File: config.mk
export PLATFORM = sky130hd
export DESIGN_NAME = dc_blocking_biquad_cascade_unit
export DESIGN_NICKNAME = d
export VERILOG_FILES = /design/src/design/dcbq_pkg.sv /design/src/design/dcbq_hist_ram.sv /design/src/design/dcbq_mac.sv /design/src/design/dc_blocking_biquad_cascade_unit.sv
export VERILOG_INCLUDE_DIRS = /design/src /design/src/design
export SDC_FILE = /design/constraint.sdc
export NUM_CORES = 2
export LEC_CHECK = 0
export BUFFER_PORTS_ARGS = -buffer_cell sky130_fd_sc_hd__buf_2
export CAP_MARGIN = 20
export CORE_MARGIN = 2
export CORE_UTILIZATION = 40
export DETAILED_ROUTE_END_ITERATION = 6
export GPL_TIMING_DRIVEN = 0
export PLACE_DENSITY = 0.64
export RECOVER_POWER = 50
export SLEW_MARGIN = 20
export SYNTH_ARGS = -nofsm -noshare
export SYNTH_HDL_FRONTEND = slang
export SYNTH_HIERARCHICAL = 1
export SYNTH_SLANG_ARGS = --single-unit
File: constraint.sdc
create_clock -name clk -period 10.2 [get_ports clk]
set_clock_uncertainty 0.05 [all_clocks]
set_input_delay 1.53 -clock clk [delete_from_list [all_inputs] [get_ports clk]]
set_output_delay 1.53 -clock clk [all_outputs]
set_load 0.05 [all_outputs]
File: src/design/dc_blocking_biquad_cascade_unit_macros.svh
// assertion macros for the dc blocking biquad cascade
`ifndef DC_BLOCKING_BIQUAD_CASCADE_UNIT_MACROS_SVH
`define DC_BLOCKING_BIQUAD_CASCADE_UNIT_MACROS_SVH

// same-cycle implication
`define DCBQ_ASSERT_NOW(label, ck, rs, ante, cons) \
  label: assert property (@(posedge ck) disable iff (rs) (ante) |-> (cons)) \
    else $error("%m: same-cycle check failed");

// next-cycle implication
`define DCBQ_ASSERT_NEXT(label, ck, rs, ante, cons) \
  label: assert property (@(posedge ck) disable iff (rs) (ante) |=> (cons)) \
    else $error("%m: next-cycle check failed");

`endif

File: src/design/dcbq_pkg.sv
package dcbq_pkg;

  localparam int SECTIONS = 3;
  localparam int SAMPLE_W = 24;
  localparam int HIST_W   = 40;
  localparam int ACC_W    = 45;
  localparam int COEF_W   = 32;
  localparam int LO_W     = 20;
  localparam int MUL_W    = COEF_W + LO_W + 1;
  localparam int FULL_W   = MUL_W + LO_W;
  localparam int DEPTH    = 4 * SECTIONS;
  localparam int ADDR_W   = $clog2(DEPTH);
  localparam int SEC_W    = (SECTIONS > 1) ? $clog2(SECTIONS) : 1;

  localparam int SEC_SHIFT  = 30;
  localparam int GAIN_SHIFT = 38;

  // history slots within a section
  localparam logic [1:0] TERM_X1 = 2'd0;
  localparam logic [1:0] TERM_X2 = 2'd1;
  localparam logic [1:0] TERM_Y1 = 2'd2;
  localparam logic [1:0] TERM_Y2 = 2'd3;

  localparam logic signed [COEF_W-1:0] GAIN_Q30 = 32'sd1467718208;
  localparam logic signed [HIST_W-1:0] FLUSH_LIM = 40'sd215;
  localparam logic signed [HIST_W-1:0] HIST_MAX = {1'b0, {(HIST_W-1){1'b1}}};
  localparam logic signed [HIST_W-1:0] HIST_MIN = {1'b1, {(HIST_W-1){1'b0}}};
  localparam logic signed [SAMPLE_W-1:0] SMP_MAX = {1'b0, {(SAMPLE_W-1){1'b1}}};
  localparam logic signed [SAMPLE_W-1:0] SMP_MIN = {1'b1, {(SAMPLE_W-1){1'b0}}};

  typedef struct packed {
    logic mul_lo;
    logic mul_hi;
    logic gain;
  } mac_ctl_t;

  // coefficient for one history slot of one section, Q2.30
  function automatic logic signed [COEF_W-1:0] coef_lookup(input logic [1:0] sec,
                                                           input logic [1:0] term);
    logic signed [COEF_W-1:0] c;
    case ({sec, term})
      {2'd0, TERM_X1}: c = -32'sd2147483219;
      {2'd0, TERM_X2}: c =  32'sd1073741824;
      {2'd0, TERM_Y1}: c = -32'sd2147236151;
      {2'd0, TERM_Y2}: c =  32'sd1073498664;
      {2'd1, TERM_X1}: c = -32'sd2147483433;
      {2'd1, TERM_X2}: c =  32'sd1073741824;
      {2'd1, TERM_Y1}: c = -32'sd2145874109;
      {2'd1, TERM_Y2}: c =  32'sd1072142808;
      {2'd2, TERM_X1}: c = -32'sd1073741824;
      {2'd2, TERM_Y1}: c = -32'sd1062777610;
      default:         c = '0;
    endcase
    return c;
  endfunction

endpackage

File: src/design/dcbq_hist_ram.sv
module dcbq_hist_ram
  import dcbq_pkg::*;
(
  input  logic                     clk,
  input  logic                     rst,
  input  logic                     rd_en,
  input  logic [ADDR_W-1:0]        rd_addr,
  input  logic                     wr_en,
  input  logic [ADDR_W-1:0]        wr_addr,
  input  logic signed [HIST_W-1:0] wr_data,
  output logic signed [HIST_W-1:0] rd_data
);

  logic signed [HIST_W-1:0] mem [DEPTH];
  logic [DEPTH-1:0]         vld;
  logic signed [HIST_W-1:0] rd_q;
  logic                     rd_vld;

  always_ff @(posedge clk) begin
    if (wr_en) begin
      mem[wr_addr] <= wr_data;
    end
    if (rd_en) begin
      rd_q <= mem[rd_addr];
    end
  end

  // entries never written read as zero
  always_ff @(posedge clk) begin
    if (rst) begin
      vld    <= '0;
      rd_vld <= 1'b0;
    end else begin
      if (wr_en) begin
        vld[wr_addr] <= 1'b1;
      end
      if (rd_en) begin
        rd_vld <= vld[rd_addr];
      end
    end
  end

  assign rd_data = rd_vld ? rd_q : '0;

endmodule

File: src/design/dcbq_mac.sv
module dcbq_mac
  import dcbq_pkg::*;
(
  input  logic                     clk,
  input  mac_ctl_t                 ctl,
  input  logic signed [COEF_W-1:0] coef,
  input  logic signed [HIST_W-1:0] h,
  output logic signed [ACC_W-1:0]  rounded
);

  logic signed [LO_W:0]       mul_b;
  logic signed [MUL_W-1:0]    prod;
  logic signed [MUL_W-1:0]    p_lo;
  logic signed [MUL_W-1:0]    p_hi;
  logic signed [FULL_W-1:0]   rnd;
  logic signed [FULL_W-1:0]   full;
  logic signed [FULL_W-1:0]   shifted;

  // low half unsigned, high half signed
  always_comb begin
    if (ctl.mul_hi) begin
      mul_b = $signed({h[HIST_W-1], h[HIST_W-1:LO_W]});
    end else begin
      mul_b = $signed({1'b0, h[LO_W-1:0]});
    end
    prod = coef * mul_b;
  end

  always_ff @(posedge clk) begin
    if (ctl.mul_lo) begin
      p_lo <= prod;
    end
    if (ctl.mul_hi) begin
      p_hi <= prod;
    end
  end

  // round half up, then floor shift
  always_comb begin
    if (ctl.gain) begin
      rnd = FULL_W'(1) <<< (GAIN_SHIFT - 1);
    end else begin
      rnd = FULL_W'(1) <<< (SEC_SHIFT - 1);
    end
    full = (FULL_W'(p_hi) <<< LO_W) + FULL_W'(p_lo) + rnd;
    if (ctl.gain) begin
      shifted = full >>> GAIN_SHIFT;
    end else begin
      shifted = full >>> SEC_SHIFT;
    end
    rounded = ACC_W'(shifted);
  end

endmodule

File: src/design/dc_blocking_biquad_cascade_unit.sv
// a new input word is accepted only while the sequencer is idle, so the next word waits until
//   the current one has reached the output register; the pace is set by the single shared
//   multiplier doing two half products per history term and by the history memory sequence
// a finished word waits in the output register while the next input word is processed
// reset: synchronous active-high rst clears the sequencer, the output valid and the
//   history valid bits, so all section history reads as zero after reset
`include "dc_blocking_biquad_cascade_unit_macros.svh"

module dc_blocking_biquad_cascade_unit
  import dcbq_pkg::*;
(
  input  logic                       clk,
  input  logic                       rst,
  input  logic                       src_valid,
  output logic                       src_ready,
  input  logic signed [SAMPLE_W-1:0] sample_in,
  output logic                       dst_valid,
  input  logic                       dst_ready,
  output logic signed [SAMPLE_W-1:0] sample_out
);

  // sequencer codes
  localparam logic [3:0] S_IDLE = 4'd0;
  localparam logic [3:0] S_READ = 4'd1;
  localparam logic [3:0] S_LOAD = 4'd2;
  localparam logic [3:0] S_MLO  = 4'd3;
  localparam logic [3:0] S_MHI  = 4'd4;
  localparam logic [3:0] S_ACC  = 4'd5;
  localparam logic [3:0] S_SAT  = 4'd6;
  localparam logic [3:0] S_WB   = 4'd7;
  localparam logic [3:0] S_GAIN = 4'd8;

  logic [3:0]               state;
  logic [SEC_W-1:0]         sec;
  logic [1:0]               term;
  logic [1:0]               wcnt;
  logic                     gain_ph;

  // datapath registers
  logic signed [HIST_W-1:0] x_cur;     // input of the current section
  logic signed [ACC_W-1:0]  acc;       // section sum
  logic signed [HIST_W-1:0] y_val;     // saturated section output
  logic signed [HIST_W-1:0] x1_save;
  logic signed [HIST_W-1:0] y1_save;
  logic signed [HIST_W-1:0] h_reg;     // multiplier operand

  logic                     src_acc;
  logic                     out_load;
  logic                     rd_en;
  logic [ADDR_W-1:0]        rd_addr;
  logic                     wr_en;
  logic [ADDR_W-1:0]        wr_addr;
  logic signed [HIST_W-1:0] wr_data;
  logic signed [HIST_W-1:0] rd_data;
  logic [1:0]               wterm;
  mac_ctl_t                 mac_ctl;
  logic signed [COEF_W-1:0] coef;
  logic signed [ACC_W-1:0]  rounded;
  logic signed [HIST_W-1:0] x_scaled;

  assign src_ready = (state == S_IDLE);
  assign src_acc   = src_valid && src_ready;

  // output register may take a word when empty or being drained
  assign out_load = (state == S_ACC) && gain_ph && (!dst_valid || dst_ready);

  // Q1.23 -> Q9.31
  assign x_scaled = {{(HIST_W-SAMPLE_W-8){sample_in[SAMPLE_W-1]}}, sample_in, 8'b0};

  // history memory: reads happen only in the read state, writes only in write-back,
  // so an access never overlaps another to the same entry
  assign rd_en   = (state == S_READ);
  assign rd_addr = ADDR_W'({sec, term});

  // write-back order: x2 <- x1, x1 <- x, y2 <- y1, y1 <- y
  always_comb begin
    case (wcnt)
      2'd0: begin
        wterm   = TERM_X2;
        wr_data = x1_save;
      end
      2'd1: begin
        wterm   = TERM_X1;
        wr_data = x_cur;
      end
      2'd2: begin
        wterm   = TERM_Y2;
        wr_data = y1_save;
      end
      default: begin
        wterm   = TERM_Y1;
        wr_data = y_val;
      end
    endcase
  end

  assign wr_en   = (state == S_WB);
  assign wr_addr = ADDR_W'({sec, wterm});

  dcbq_hist_ram u_ram (
    .clk     (clk),
    .rst     (rst),
    .rd_en   (rd_en),
    .rd_addr (rd_addr),
    .wr_en   (wr_en),
    .wr_addr (wr_addr),
    .wr_data (wr_data),
    .rd_data (rd_data)
  );

  // shared multiplier and rounding
  assign mac_ctl.mul_lo = (state == S_MLO);
  assign mac_ctl.mul_hi = (state == S_MHI);
  assign mac_ctl.gain   = gain_ph;
  assign coef = gain_ph ? GAIN_Q30 : coef_lookup(2'(sec), term);

  dcbq_mac u_mac (
    .clk     (clk),
    .ctl     (mac_ctl),
    .coef    (coef),
    .h       (h_reg),
    .rounded (rounded)
  );

  // sequencer control
  always_ff @(posedge clk) begin
    if (rst) begin
      state   <= S_IDLE;
      sec     <= '0;
      term    <= TERM_X1;
      wcnt    <= '0;
      gain_ph <= 1'b0;
    end else begin
      case (state)
        S_IDLE: begin
          if (src_acc) begin
            state   <= S_READ;
            sec     <= '0;
            term    <= TERM_X1;
            gain_ph <= 1'b0;
          end
        end
        S_READ: state <= S_LOAD;
        S_LOAD: state <= S_MLO;
        S_MLO:  state <= S_MHI;
        S_MHI:  state <= S_ACC;
        S_ACC: begin
          if (gain_ph) begin
            if (out_load) begin
              state   <= S_IDLE;
              gain_ph <= 1'b0;
            end
          end else if (term == TERM_Y2) begin
            state <= S_SAT;
          end else begin
            term  <= term + 2'd1;
            state <= S_READ;
          end
        end
        S_SAT: begin
          state <= S_WB;
          wcnt  <= '0;
        end
        S_WB: begin
          wcnt <= wcnt + 2'd1;
          if (wcnt == 2'd3) begin
            if (sec == SEC_W'(SECTIONS - 1)) begin
              state <= S_GAIN;
            end else begin
              sec   <= sec + SEC_W'(1);
              term  <= TERM_X1;
              state <= S_READ;
            end
          end
        end
        S_GAIN: begin
          gain_ph <= 1'b1;
          state   <= S_MLO;
        end
        default: state <= S_IDLE;
      endcase
    end
  end

  // datapath
  always_ff @(posedge clk) begin
    case (state)
      S_IDLE: begin
        if (src_acc) begin
          x_cur <= x_scaled;
          acc   <= ACC_W'(x_scaled);
        end
      end
      S_LOAD: begin
        h_reg <= rd_data;
        if (term == TERM_X1) begin
          x1_save <= rd_data;
        end
        if (term == TERM_Y1) begin
          y1_save <= rd_data;
        end
      end
      S_ACC: begin
        if (!gain_ph) begin
          // feedforward terms add, feedback terms subtract
          if (term == TERM_X1 || term == TERM_X2) begin
            acc <= acc + rounded;
          end else begin
            acc <= acc - rounded;
          end
        end
      end
      S_SAT: begin
        if (acc > ACC_W'(HIST_MAX)) begin
          y_val <= HIST_MAX;
        end else if (acc < ACC_W'(HIST_MIN)) begin
          y_val <= HIST_MIN;
        end else begin
          y_val <= HIST_W'(acc);
        end
      end
      S_WB: begin
        if (wcnt == 2'd3) begin
          x_cur <= y_val;
          acc   <= ACC_W'(y_val);
        end
      end
      S_GAIN: begin
        // near-zero flush before the gain
        if (x_cur > -FLUSH_LIM && x_cur < FLUSH_LIM) begin
          h_reg <= '0;
        end else begin
          h_reg <= x_cur;
        end
      end
      default: begin
      end
    endcase
  end

  // output register
  always_ff @(posedge clk) begin
    if (rst) begin
      dst_valid <= 1'b0;
    end else if (out_load) begin
      dst_valid <= 1'b1;
    end else if (dst_ready) begin
      dst_valid <= 1'b0;
    end
  end

  always_ff @(posedge clk) begin
    if (out_load) begin
      if (rounded > ACC_W'(SMP_MAX)) begin
        sample_out <= SMP_MAX;
      end else if (rounded < ACC_W'(SMP_MIN)) begin
        sample_out <= SMP_MIN;
      end else begin
        sample_out <= SAMPLE_W'(rounded);
      end
    end
  end

  // an accepted word starts at the first history slot of the first section
  `DCBQ_ASSERT_NEXT(a_start, clk, rst, src_acc, state == S_READ && sec == '0 && term == TERM_X1)
  // history memory never reads and writes in the same cycle
  `DCBQ_ASSERT_NOW(a_no_overlap, clk, rst, rd_en, !wr_en)
  // a finished word always lands in the output register
  `DCBQ_ASSERT_NEXT(a_deliver, clk, rst, out_load, dst_valid && state == S_IDLE)

endmodule
==> flow_summary.ini <==
[outcome]
status = finished, violations left
violations = max-capacitance violations, max-slew violations

[cts]
root_buffer = clkbuf_16
cts_sinks = 900
cts_tree = built
cts_buffer_depth = 3
cts_buffers = 86
cts_htree_levels = 3
clk_pin_slew_ns = 0.07
clk_latency_ns = 0.71

[synthesis]
synth_top_area_share_pct = 39.3
ys_seq_elements = 900
ys_types = 117
synth_area_leaders = edfxtp_1 (39%), fa_1 (20%), ha_1 (5.5%), inv_1 (5.0%), mux4_2 (4.1%)
syn_avg_cell_area_um2 = 11.7
synth-edff-count = 875
yosysSeqAreaShare_pct = 40.0
syn_area_um2 = 66900
synthArstFlopShare_pct = 0
syn_inst = 5728
synth_flop_cell = edfxtp_1
yosys_warnings = 6
yosysTopAreaCell = edfxtp_1

[sta]
max_freq_ghz = 0.101
slew_headroom_pct = -115
finalSetupTns_ns = 0
setup_slack_ns = 0.335
tightestPinTransition_ns = 3.23
report.final.slew_viol_count = 177
final_hold_viol_count = 0
finalCritPeriodShare_pct = 96.7
rsz0062_at_grt = no
setup_viol = 0
min_period_ns = 9.87

[drt]
drt_pre_antenna_iters = 7
wl_um = 199000
top_layer = met5
via_per_inst = 5.51
m1WireLength_um = 82100
drc_errors = 0
met2WireLength_um = 93600
ant_nets = 0
met3WireLength_um = 16000
wl_per_cell_um = 24.2
dr.first_iter.drc_count = 4605
vias = 45400

[setup_path]
path_max_fanout = 10
cp.depth = 29
cp_top_family = adder cells
required_ns = 10.56
r2r_cells = 29
path_class = reg2reg
r2r_slack_ns = 0.33
critPathLaunchType = register
worst-path-buf-inv = 9
cp_data_arrival_time_ns = 10.23
crit_path_top_delay_cell = fa_1
end_kind = register
cp_slowest_stage_delay_ns = 0.57
cp_common_cell = fa_1

[grt]
antenna_found_initial = 9
grt_max_degree = 54
grt_usage_pct = 23.4
grt_pass1_wl_um = 298000
grt_overflow_total = 0
grt_pass1_vias = 46200

[die]
initial_core_util_pct = 40.2
die_h_um = 413
rows = 150
core_area_um2 = 167000
dieArea_um2 = 171000
ios = 54
die_x_um = 413

[finish]
layout_common_cells = inv_1 (896), edfxtp_1 (875), fa_1 (671), nand2_1 (566), ha_1 (295)
largest-register = u_ram/mem
drive_gt1_share_pct = 8.96
layout_commonest_cell = inv_1
largest_reg_flops = 480
final_util_pct = 44.3
syn_to_final_growth_pct = 10.4
nNetsFinal = 6950
top_regs = u_ram/mem: 480 flops, u_mac/p_hi: 53 flops, acc: 45 flops
fin_cells = 8239

[place]
pre_cts_ws_ns = -1.13
port_buffers = 53
dp_cells = 8069
globalplace.congestion = 0.960
dpl.hpwl_um = 158000

[hold_path]
hold_path.class = reg2reg
holdPathStages = 2

[flow_run]
maxCapViolCount = 5
-- repair_timing --
action | 4_1_cts | 5_1_grt
buffers inserted | 0 | 4
endpoints found under the setup margin | 66 | 48
hold buffers | 0 | 0
resized for setup | 22 | 65
-- through the flow --
| stage | cell area, um2 | hold WS (ns) |
|---|---|---|
| after floorplan | 66900 | 0.382 |
| after global placement | 70000 | 0.397 |
| after detailed placement | 71000 | 0.410 |
| after CTS | 73900 | 0.426 |
| after global routing | 73800 | 0.454 |
| final | 73900 | 0.436 |
-- path summary, 6_finish.rpt --
check                                   from              to
worst min register to register  u_ram/vld[2]    u_ram/vld[2]
worst min-delay path            u_ram/vld[2]    u_ram/vld[2]
worst max register to register      state[2]  u_mac/p_lo[37]
worst max-delay path                state[2]  u_mac/p_lo[37]
-- area by class of cell --
| cell class | instances | area (um2) |
|---|---|---|
| diodes | 10 | 25.0 |
| plain buffers | 296 | 1310 |
| clock buffers | 101 | 2210 |
| clock inverters | 56 | 679 |
| fillers | 15400 | 92800 |
| inverters | 897 | 3370 |
| multi-input cells | 3635 | 35700 |
| flip-flops and latches | 900 | 26800 |
| well taps | 2204 | 2760 |
| repair buffers | 140 | 993 |
-- cells by family after synthesis --
| group | share of synthesized area (%) |
|---|---|
| mux | 5.93 |
| fa+ha+maj | 25.6 |
| compound gates | 9.14 |
| xor+xnor | 2.09 |
| other cells | 0.00560 |
| buf+inv | 6.94 |
| flops | 40.0 |
| simple gates | 10.3 |
-- worst register-to-register path, delay by kind of cell (launching register included) --
family / cells / cell delay [ns]
AOI/OAI and AO/OA: 6 / 1.47
adders and majority gates: 8 / 3.98
buffers and inverters: 9 / 1.86
DFF: 1 / 0.30
muxes: 1 / 0.48
and+or+nand+nor: 5 / 1.45
-- per-layer routing --
metal	track usage, %	vias to the layer above
met2	38.0	1775
met5	0	-
met3	4.08	342
li1	-	20000
met4	7.62	4
met1	31.9	23300
-- cell usage after synthesis, drive strengths merged, types with 26 or more instances --
cell and count:
a22o 44, nand2b 38, xor2 61, nor3 47, a22oi 26, inv 897, mux2 26, nor2 168
buf 47, nand3 45, and3 28, ha 295, mux2i 90, edfxtp 875, o21ai 198, clkbuf 251
o21a 54, nor2b 117, mux4 123, nand4 48, nand2 567, a222oi 41, a21oi 189, fa 671
a21o 113, xnor2 98, and2 238
Power is not shown: default switching activity piles up to over one toggle a cycle in this logic, so the estimate is an artifact.
